File: config.mk
export PLATFORM = sky130hd
export DESIGN_NAME = per_core_load_admission_unit
export DESIGN_NICKNAME = d
export VERILOG_FILES = /design/src/sv/pcla_pkg.sv /design/src/sv/pcla_lane.sv /design/src/sv/pcla_merge.sv /design/src/sv/per_core_load_admission_unit.sv
export SDC_FILE = /design/constraint.sdc
export NUM_CORES = 1
export LEC_CHECK = 0
export BUFFER_PORTS_ARGS = -buffer_cell sky130_fd_sc_hd__buf_2
export CAP_MARGIN = 20
export CORE_ASPECT_RATIO = 0.75
export CORE_MARGIN = 2
export CORE_UTILIZATION = 39
export DETAILED_ROUTE_END_ITERATION = 10
export HOLD_SLACK_MARGIN = 0.12
export PLACE_DENSITY = 0.59
export SLEW_MARGIN = 20
export SYNTH_ARGS = -nofsm -noshare
export SYNTH_HDL_FRONTEND = slang
export SYNTH_SLANG_ARGS = --single-unit
File: constraint.sdc
create_clock -name clk -period 10.7 [get_ports clk]
set_input_delay 1.605 -clock clk [delete_from_list [all_inputs] [get_ports clk]]
set_output_delay 1.605 -clock clk [all_outputs]
set_load 0.03 [all_outputs]
File: src/sv/pcla_pkg.sv
// Shared types and constants for the per-core load admission unit.
package pcla_pkg;

  localparam int MAX_CORES     = 7;
  localparam int FIELD_BITS    = 16;
  localparam int CORE_IDX_BITS = 3;
  localparam int CFG_IDX_BITS  = 3;
  localparam int NUM_CORES_DEF = 7;
  localparam int LOAD_BITS_DEF = 16;

  typedef enum logic {
    CMD_COMMIT  = 1'b0,
    CMD_RELEASE = 1'b1
  } cmd_t;

  typedef enum logic [1:0] {
    ST_DONE       = 2'd0,
    ST_OVER_LIMIT = 2'd1,
    ST_UNDERFLOW  = 2'd2
  } status_t;

  typedef struct packed {
    cmd_t                  cmd;
    logic [FIELD_BITS-1:0] load_core0;
    logic [FIELD_BITS-1:0] load_core1;
    logic [FIELD_BITS-1:0] load_core2;
    logic [FIELD_BITS-1:0] load_core3;
    logic [FIELD_BITS-1:0] load_core4;
    logic [FIELD_BITS-1:0] load_core5;
    logic [FIELD_BITS-1:0] load_core6;
  } in_req_t;

  typedef struct packed {
    status_t                  status;
    logic [CORE_IDX_BITS-1:0] failing_core;
  } out_rsp_t;

  typedef struct packed {
    logic over;
    logic under;
  } lane_flags_t;

endpackage

File: src/sv/pcla_lane.sv
// One core lane: running load total, its limit, and the add/compare and subtract checks.
module pcla_lane #(
  parameter int LOAD_BITS = pcla_pkg::LOAD_BITS_DEF
) (
  input  logic                             clk,
  input  logic                             rst_n,
  input  logic                             accept,
  input  pcla_pkg::cmd_t                   cmd,
  input  logic [pcla_pkg::FIELD_BITS-1:0]  req_load,
  input  logic                             commit_ok,
  input  logic                             cfg_we,
  input  logic [pcla_pkg::FIELD_BITS-1:0]  cfg_wdata,
  output pcla_pkg::lane_flags_t            flags
);

  logic [LOAD_BITS-1:0] load_r, load_nxt;
  logic [LOAD_BITS-1:0] max_r, max_nxt;
  logic [LOAD_BITS-1:0] req;
  logic [LOAD_BITS:0]   sum;

  assign req = LOAD_BITS'(req_load);
  // The sum is one bit wider than the total so the limit check never wraps.
  assign sum = {1'b0, load_r} + {1'b0, req};

  assign flags.over  = sum > {1'b0, max_r};
  assign flags.under = req > load_r;

  always_comb begin
    load_nxt = load_r;
    if (accept) begin
      unique case (cmd)
        pcla_pkg::CMD_COMMIT: begin
          if (commit_ok) begin
            load_nxt = sum[LOAD_BITS-1:0];
          end
        end
        pcla_pkg::CMD_RELEASE: begin
          load_nxt = flags.under ? '0 : load_r - req;
        end
        default: begin
          load_nxt = load_r;
        end
      endcase
    end
  end

  assign max_nxt = cfg_we ? LOAD_BITS'(cfg_wdata) : max_r;

  always_ff @(posedge clk) begin
    if (!rst_n) begin
      load_r <= '0;
      max_r  <= '0;
    end else begin
      load_r <= load_nxt;
      max_r  <= max_nxt;
    end
  end

endmodule

File: src/sv/pcla_merge.sv
// Merge stage: combines lane flags into the admit decision and the lowest failing core.
module pcla_merge #(
  parameter int NUM_CORES = pcla_pkg::NUM_CORES_DEF
) (
  input  pcla_pkg::cmd_t        cmd,
  input  pcla_pkg::lane_flags_t flags [NUM_CORES],
  output pcla_pkg::out_rsp_t    rsp,
  output logic                  commit_ok
);

  logic                                hit;
  logic [pcla_pkg::CORE_IDX_BITS-1:0]  fail;

  // Scan from the top core down so the lowest failing core wins.
  always_comb begin
    hit  = 1'b0;
    fail = '0;
    for (int i = NUM_CORES - 1; i >= 0; i--) begin
      if ((cmd == pcla_pkg::CMD_COMMIT) ? flags[i].over : flags[i].under) begin
        hit  = 1'b1;
        fail = pcla_pkg::CORE_IDX_BITS'(i);
      end
    end
  end

  always_comb begin
    rsp.failing_core = fail;
    if (!hit) begin
      rsp.status = pcla_pkg::ST_DONE;
    end else if (cmd == pcla_pkg::CMD_COMMIT) begin
      rsp.status = pcla_pkg::ST_OVER_LIMIT;
    end else begin
      rsp.status = pcla_pkg::ST_UNDERFLOW;
    end
  end

  assign commit_ok = (cmd == pcla_pkg::CMD_COMMIT) && !hit;

endmodule

File: src/sv/per_core_load_admission_unit.sv
// Top level of the per-core load admission unit: lanes, merge stage and result register.
// The unit keeps a running load total for each core and a programmable maximum per core.
// A commit request is admitted only when every core's old total plus its requested load
// stays at or below that core's maximum; then all totals move together, otherwise none
// change and the response names the lowest core that would go over. A release request
// subtracts the loads, clamping any total that would go negative at zero and reporting
// the lowest such core as an underflow. Every core is checked in its own lane in the
// same cycle, so the unit takes one request per clock and registers each response for
// the next cycle; the only limit on throughput is the single response register, which
// holds the input back only while it is full and the downstream side stalls. The limit
// registers are written via the cfg port only while no request is in flight, a rule on the
// user that the unit does not enforce; they reset to zero, which admits only zero loads.
module per_core_load_admission_unit #(
  parameter int NUM_CORES = pcla_pkg::NUM_CORES_DEF,
  parameter int LOAD_BITS = pcla_pkg::LOAD_BITS_DEF
) (
  input  logic                               clk,
  input  logic                               rst_n,
  // Request channel.
  input  logic                               in_valid,
  output logic                               in_stall,
  input  pcla_pkg::in_req_t                  in_data,
  // Response channel.
  output logic                               out_valid,
  input  logic                               out_stall,
  output pcla_pkg::out_rsp_t                 out_data,
  // Limit register writes.
  input  logic                               cfg_valid,
  output logic                               cfg_ready,
  input  logic [pcla_pkg::CFG_IDX_BITS-1:0]  cfg_index,
  input  logic [pcla_pkg::FIELD_BITS-1:0]    cfg_wdata
);

  logic                           in_acc;
  logic                           cfg_acc;
  logic                           commit_ok;
  logic [pcla_pkg::FIELD_BITS-1:0] req_load [pcla_pkg::MAX_CORES];
  pcla_pkg::lane_flags_t          flags [NUM_CORES];
  pcla_pkg::out_rsp_t             rsp;

  logic                           out_valid_r, out_valid_nxt;
  pcla_pkg::out_rsp_t             out_data_r, out_data_nxt;

  // The response register is free when empty or when its response is taken this cycle.
  assign in_stall  = out_valid_r && out_stall;
  assign in_acc    = in_valid && !in_stall;
  assign cfg_ready = 1'b1;
  assign cfg_acc   = cfg_valid && cfg_ready;

  // Unpack the per-core load fields into an array the lanes can index.
  always_comb begin
    req_load[0] = in_data.load_core0;
    req_load[1] = in_data.load_core1;
    req_load[2] = in_data.load_core2;
    req_load[3] = in_data.load_core3;
    req_load[4] = in_data.load_core4;
    req_load[5] = in_data.load_core5;
    req_load[6] = in_data.load_core6;
  end

  // One lane per core. Cores at NUM_CORES and above have no lane, so their fields are ignored.
  for (genvar c = 0; c < NUM_CORES; c++) begin : g_lane
    pcla_lane #(
      .LOAD_BITS (LOAD_BITS)
    ) u_lane (
      .clk       (clk),
      .rst_n     (rst_n),
      .accept    (in_acc),
      .cmd       (in_data.cmd),
      .req_load  (req_load[c]),
      .commit_ok (commit_ok),
      .cfg_we    (cfg_acc && (cfg_index == pcla_pkg::CFG_IDX_BITS'(c))),
      .cfg_wdata (cfg_wdata),
      .flags     (flags[c])
    );
  end

  pcla_merge #(
    .NUM_CORES (NUM_CORES)
  ) u_merge (
    .cmd       (in_data.cmd),
    .flags     (flags),
    .rsp       (rsp),
    .commit_ok (commit_ok)
  );

  // Response register: loads on every accepted request, drains when taken.
  always_comb begin
    out_valid_nxt = out_valid_r;
    out_data_nxt  = out_data_r;
    if (in_acc) begin
      out_valid_nxt = 1'b1;
      out_data_nxt  = rsp;
    end else if (!out_stall) begin
      out_valid_nxt = 1'b0;
    end
  end

  always_ff @(posedge clk) begin
    if (!rst_n) begin
      out_valid_r <= 1'b0;
    end else begin
      out_valid_r <= out_valid_nxt;
    end
  end

  always_ff @(posedge clk) begin
    out_data_r <= out_data_nxt;
  end

  assign out_valid = out_valid_r;
  assign out_data  = out_data_r;

  // Every accepted request produces a response in the next cycle.
  a_rsp_follows: assert property (@(posedge clk) disable iff (!rst_n)
    in_acc |=> out_valid_r)
    else $error("accepted request produced no response");

  // A release can never be reported as over the limit.
  a_release_status: assert property (@(posedge clk) disable iff (!rst_n)
    in_acc && (in_data.cmd == pcla_pkg::CMD_RELEASE)
      |=> out_data_r.status != pcla_pkg::ST_OVER_LIMIT)
    else $error("release reported as over limit");

  // A commit can never be reported as an underflow.
  a_commit_status: assert property (@(posedge clk) disable iff (!rst_n)
    in_acc && (in_data.cmd == pcla_pkg::CMD_COMMIT)
      |=> out_data_r.status != pcla_pkg::ST_UNDERFLOW)
    else $error("commit reported as underflow");

  // A clean response always names core zero.
  a_done_core: assert property (@(posedge clk) disable iff (!rst_n)
    out_valid_r && (out_data_r.status == pcla_pkg::ST_DONE)
      |-> out_data_r.failing_core == '0)
    else $error("done response names a failing core");

  // The reported core is one that exists.
  a_core_range: assert property (@(posedge clk) disable iff (!rst_n)
    out_valid_r |-> 32'(out_data_r.failing_core) < NUM_CORES)
    else $error("failing core out of range");

endmodule

After elaboration in Yosys (flattened, before gate mapping):

Cells that the tools add are included.
W data, S select, Z words.

* bitwise operators: 1
* multiplexer cells: 44
* reduce and logical (&&, ||, !) cells: 16
* add/subtract/negate cells: 14
* order comparisons: 14
* equality and inequality tests: 8

Operators by type and width (count)
* $mux W16: 14
* $pmux W16 S2: 7
* $add A16 B16 Y17: 7
* $gt A17 B16 Y1: 7
* $gt A16 B16 Y1: 7
* $sub A16 B16 Y16: 7
* $mux W1: 17
* $logic_and A1 B1 Y1: 10
* $eq A3 B3 Y1 const B: 3
* $mux W3: 3
* $eq A3 B2 Y1 const B: 2
* $mux W2: 3
* $reduce_or A4 Y1: 1
* $eq A3 B1 Y1 const B: 1
* $logic_not A3 Y1: 1
* $logic_not A1 Y1: 2
* $ne A2 B1 Y1 const B: 1
* $ne A2 B2 Y1 const B: 1
* $reduce_and A2 Y1: 1
* $reduce_or A2 Y1: 1
* $not A1 Y1: 1

* output and inout bits: 8
* logic and storage cells: 116
* bits in registers: 230

Longest topological paths before layout:

* word-level depth: 14
* mapped depth: 26

Modules after synthesis:

Synthesis repeated with hierarchy kept, for this count alone.

* cell total of the unflattened synthesis: 3129
* area total of the unflattened synthesis: 24425.9 um2

Modules (own cells, without submodules)
* pcla_lane at g_lane[5].u_lane ...: cells each 453, times used 2, area an instance 3453.3 um2
* pcla_lane at g_lane[2].u_lane ...: cells each 430, times used 2, area an instance 3370.7 um2
* pcla_lane at g_lane[0].u_lane: cells each 435, times used 1, area an instance 3465.8 um2
* pcla_lane at g_lane[4].u_lane: cells each 434, times used 1, area an instance 3450.8 um2
* pcla_lane at g_lane[1].u_lane: cells each 443, times used 1, area an instance 3405.8 um2
* per_core_load_admission_unit: cells each 23, times used 1, area an instance 271.5 um2
* pcla_merge: cells each 28, times used 1, area an instance 183.9 um2

Least setup slack after synthesis:

Ideal clock, no wire load.

* path kind: input-to-reg
* from: input in_data[101] in the netlist's numbering
* to: register g_lane[6].u_lane.load_r[10]
* setup slack: 4.635 ns
* arrival: 5.933 ns
* path buffers: 3
* setup time: 0.132 ns
* stages: 23
* cells stage by stage: inv_1 > ha_1 > buf_2 > inv_1 > a2111oi_0 > a2111oi_0 > o21ai_0 > nand2_1 > a21oi_1 > o21bai_1 > xnor2_1 > ha_1 > nand2_1 > or4_1 > o32ai_1 > o221ai_1 > o21ai_0 > and4bb_4 > a31oi_4 > buf_4 > buf_4 > a221oi_1 > nor3_1

* word-level cells in the longest chain between the ends: 8
* elaborated cells on any way between the ends: 9

RTL lines
* start, declared: line per_core_load_admission_unit.sv:22 `input pcla_pkg::in_req_t in_data,`
* $add A16 B16 Y17: line pcla_lane.sv:23 `assign sum = {1'b0, load_r} + {1'b0, req};`
* $gt A17 B16 Y1: line pcla_lane.sv:25 `assign flags.over = sum > {1'b0, max_r};`
* $mux W1 (*) (2 in series): line pcla_merge.sv:19 `if ((cmd == pcla_pkg::CMD_COMMIT) ? flags[i].over : flags[i].under) begin`
* $logic_not A1 Y1 (*)
* $logic_and A1 B1 Y1 (*): line pcla_merge.sv:37 `assign commit_ok = (cmd == pcla_pkg::CMD_COMMIT) && !hit;`
* $ne A2 B2 Y1 (no source line) (*)
* $reduce_and A2 Y1 (no source line) (*)
* end signal, assigned: line pcla_lane.sv:54 `load_r <= load_nxt;`
* end, declared: line pcla_lane.sv:16 `logic [LOAD_BITS-1:0] load_r, load_nxt;`

Mark *: on every way between the ends. The rest lies on a longest branch, timed or not.
A chain may end at the register's enable or synchronous reset.

Worst setup path in the final report:

* from: input in_data[101] in the netlist's numbering
* to: register g_lane[6].u_lane.load_r[5]

Same word-level chain as after synthesis.

==> flow_summary.ini <==
[logic_synthesis]
synth_cells = 3119
seq_area_frac_synth_pct = 20.4
yosys_warnings = 0
yosys.area.top_type_share_pct = 19.7
ys_top_cells_by_area = dfxtp_1 (20%), ha_1 (18%), a21oi_1 (7.7%)
async_reset_ff_share_pct = 0
yosysMostFrequentCell = nand2_1
synth_common_cells = nand2_1 (422), a21oi_1 (350), ha_1 (336), inv_1 (311), nor2_1 (246)
synthFlopType = dfxtp_1
synth_edf_count = 5
synth-seq-cells = 230
ys_types = 92
netlist_area_um2 = 22800
syn_nets = 3606
synth_area_leader_cell = dfxtp_1
syn_area_per_cell_um2 = 7.32

[clock_tree]
cts_tree = done
cts_buffer_depth = 3
clock_tree.root_cell = clkbuf_16
clock_latency_ns = 0.59
ctsHoldBuffers = 0
cts-buffers-inserted = 28
cts.clk_slew.worst_paths_ns = 0.06
cts-resized-gates = 0
cts_max_level = 1
cts_setup_buffers = 0
cts.sinks = 230

[flow_run]
drv_cap = 0

[setup_path]
slowest_delay_ns = 0.79
arrival_ns = 7.80
slowest_stage = a31o_4
cp-end-kind = register
crit_fanout = 53
crit_type = primary input to register
cp.required_ns = 11.21
crit_chain = buf_2 -> inv_1 -> ha_1 -> inv_1 -> a2111oi_0 -> a2111oi_0 -> o21ai_0 -> nand2_1 -> a21oi_1 -> o21bai_1 -> xnor2_1 -> ha_1 -> nand2_1 -> or4_1 -> o32ai_1 -> o221ai_1 -> o21ai_0 -> and4bb_4 -> a31o_4 -> buf_4 -> o211ai_1 -> a21oi_1
start_kind = primary input

[final_layout]
design_area_um2 = 25000
drive_gt1_share_pct = 8.54
utilization_pct = 43.3
final_nets = 3638
syn_to_final_growth_pct = 9.32

[timing]
slew_violations = 0
tns_ns = 0
hold_violations = 0
max_clock_freq_mhz = 137
rsz0062_at_grt = false
min_period_ns = 7.29
finalCritPeriodShare_pct = 68.1
worst_slew_pin_slew_ns = 1.01
whs_ns = 0.454
max_slew_margin_pct = 31.9
setup_viol = 0
fin_worst_skew_ns = 0.0286

[drt]
ant_nets = 0
viasPerCell = 5.46
drt_first_iter_violations = 1814
wirelength_um = 71100
wl_per_cell_um = 18.0
first_pass_iters = 6
drc_errors = 0
vias = 21574

[global_routing]
antenna_found_initial = 4
grt_pass1_wl_um = 112000
grtUsageTotal_pct = 22.9
grt_pass1_vias = 19825
grt_max_degree = 77
grt.overflow.total = 0

[placed_design]
hpwl_um = 52100
gp_congestion = 0.882
numPortBuffers = 143
post_dp_cell_area_um2 = 24000

[floorplanning]
row_count = 76
initial_core_util_pct = 39.6
ios = 145
die_w_um = 283
dieArea_um2 = 60500
die_y_um = 214
core_um2 = 57600

[pwr]
p_per_area_nw_per_um2 = 116
ir_drop_uv = 129
cellLeakagePower_nw = 10.5

[hold_path]
hp-class = register to register

[status]
run_status = completed
[layer usage]
metal / up-vias / part of all wire (%) / GRT usage, %
met5: - / 0.032 / 0
li1: 10892 / - / -
met3: 70 / 6.5 / 3.93
met4: 4 / 1.4 / 3.67
met2: 589 / 41 / 34.1
met1: 10019 / 51 / 34.6
[cells in the final DEF, fill, tap and decap left out, types with 73 or more instances in the layout]
cell type / n
a21oi_1: 350
buf_2: 142
dfxtp_1: 225
ha_1: 336
inv_1: 310
nand2_1: 422
nor2_1: 243
nor3_1: 73
o21ai_0: 121
xnor2_1: 112
[cells by family after synthesis]
family                     count (synthesis)  synth area share [%]
other                                      1                0.0164
adders and majority gates                350                  19.6
muxes                                      3                 0.132
and+or+nand+nor                         1009                  20.0
DFF                                      230                  20.4
xor gates and xnor gates                 152                  5.83
AOI/OAI and AO/OA                        903                  25.9
buffers and inverters                    471                  8.13
[final cells by class]
class	count	area, um2
Fill cell	6022	32700
Multi-Input combinational cell	2418	16300
Sequential cell	230	4650
Inverter	312	1180
Tap cell	780	976
Timing Repair Buffer	161	853
Clock buffer	30	728
Clock inverter	22	224
Antenna cell	1	2.50
[worst paths after layout]
path / startpoint / endpoint / slack (ns) / cells after the start
setup / recovery: in_data[101] / g_lane[6].u_lane.load_r[5]$_SDFFE_PN0P_ / 3.41 / 22
hold / removal: g_lane[6].u_lane.max_r[7]$_SDFFE_PN0P_ / g_lane[6].u_lane.max_r[7]$_SDFFE_PN0P_ / 0.45 / 2
setup reg to reg: g_lane[0].u_lane.load_r[5]$_SDFFE_PN0P_ / g_lane[6].u_lane.load_r[5]$_SDFFE_PN0P_ / 4.22 / 20
hold reg to reg: g_lane[6].u_lane.max_r[7]$_SDFFE_PN0P_ / g_lane[6].u_lane.max_r[7]$_SDFFE_PN0P_ / 0.45 / 2
[sequential cells by signal, summed over array words and instances (netlist names)]
signal                flops
g_lane.u_lane.max_r     112
out_valid                 1
g_lane.u_lane.load_r    112
out_data                  5
[worst max-delay path: cells and delay by family]
family | cells | cell delay, ns
AOI/OAI and AO/OA | 11 | 3.48
adders and majority gates | 2 | 0.71
and+or+nand+nor | 4 | 1.09
xor gates and xnor gates | 1 | 0.16
buffers and inverters | 4 | 0.71
[through the flow]
step	power [W]	setup slack [ns]	std cells
final	0.00289	3.41	3954
after global placement	0.00188	2.98	3900
after detailed placement	0.00188	2.87	3900
after global routing	0.00306	2.84	3953
after CTS	0.00290	3.46	3952
after floorplan	0.00163	4.63	3119
[where the power goes]
part | total [W] | switching, W | internal, W | leakage, nW
clock network | 0.00101 | 0.000438 | 0.000570 | 0.455
registers | 0.000926 | 0.0000312 | 0.000895 | 1.88
logic | 0.000955 | 0.000582 | 0.000372 | 8.16
total | 0.00289 | 0.00105 | 0.00184 | 10.5
No activity file was read; power rests on OpenSTA's default activity.
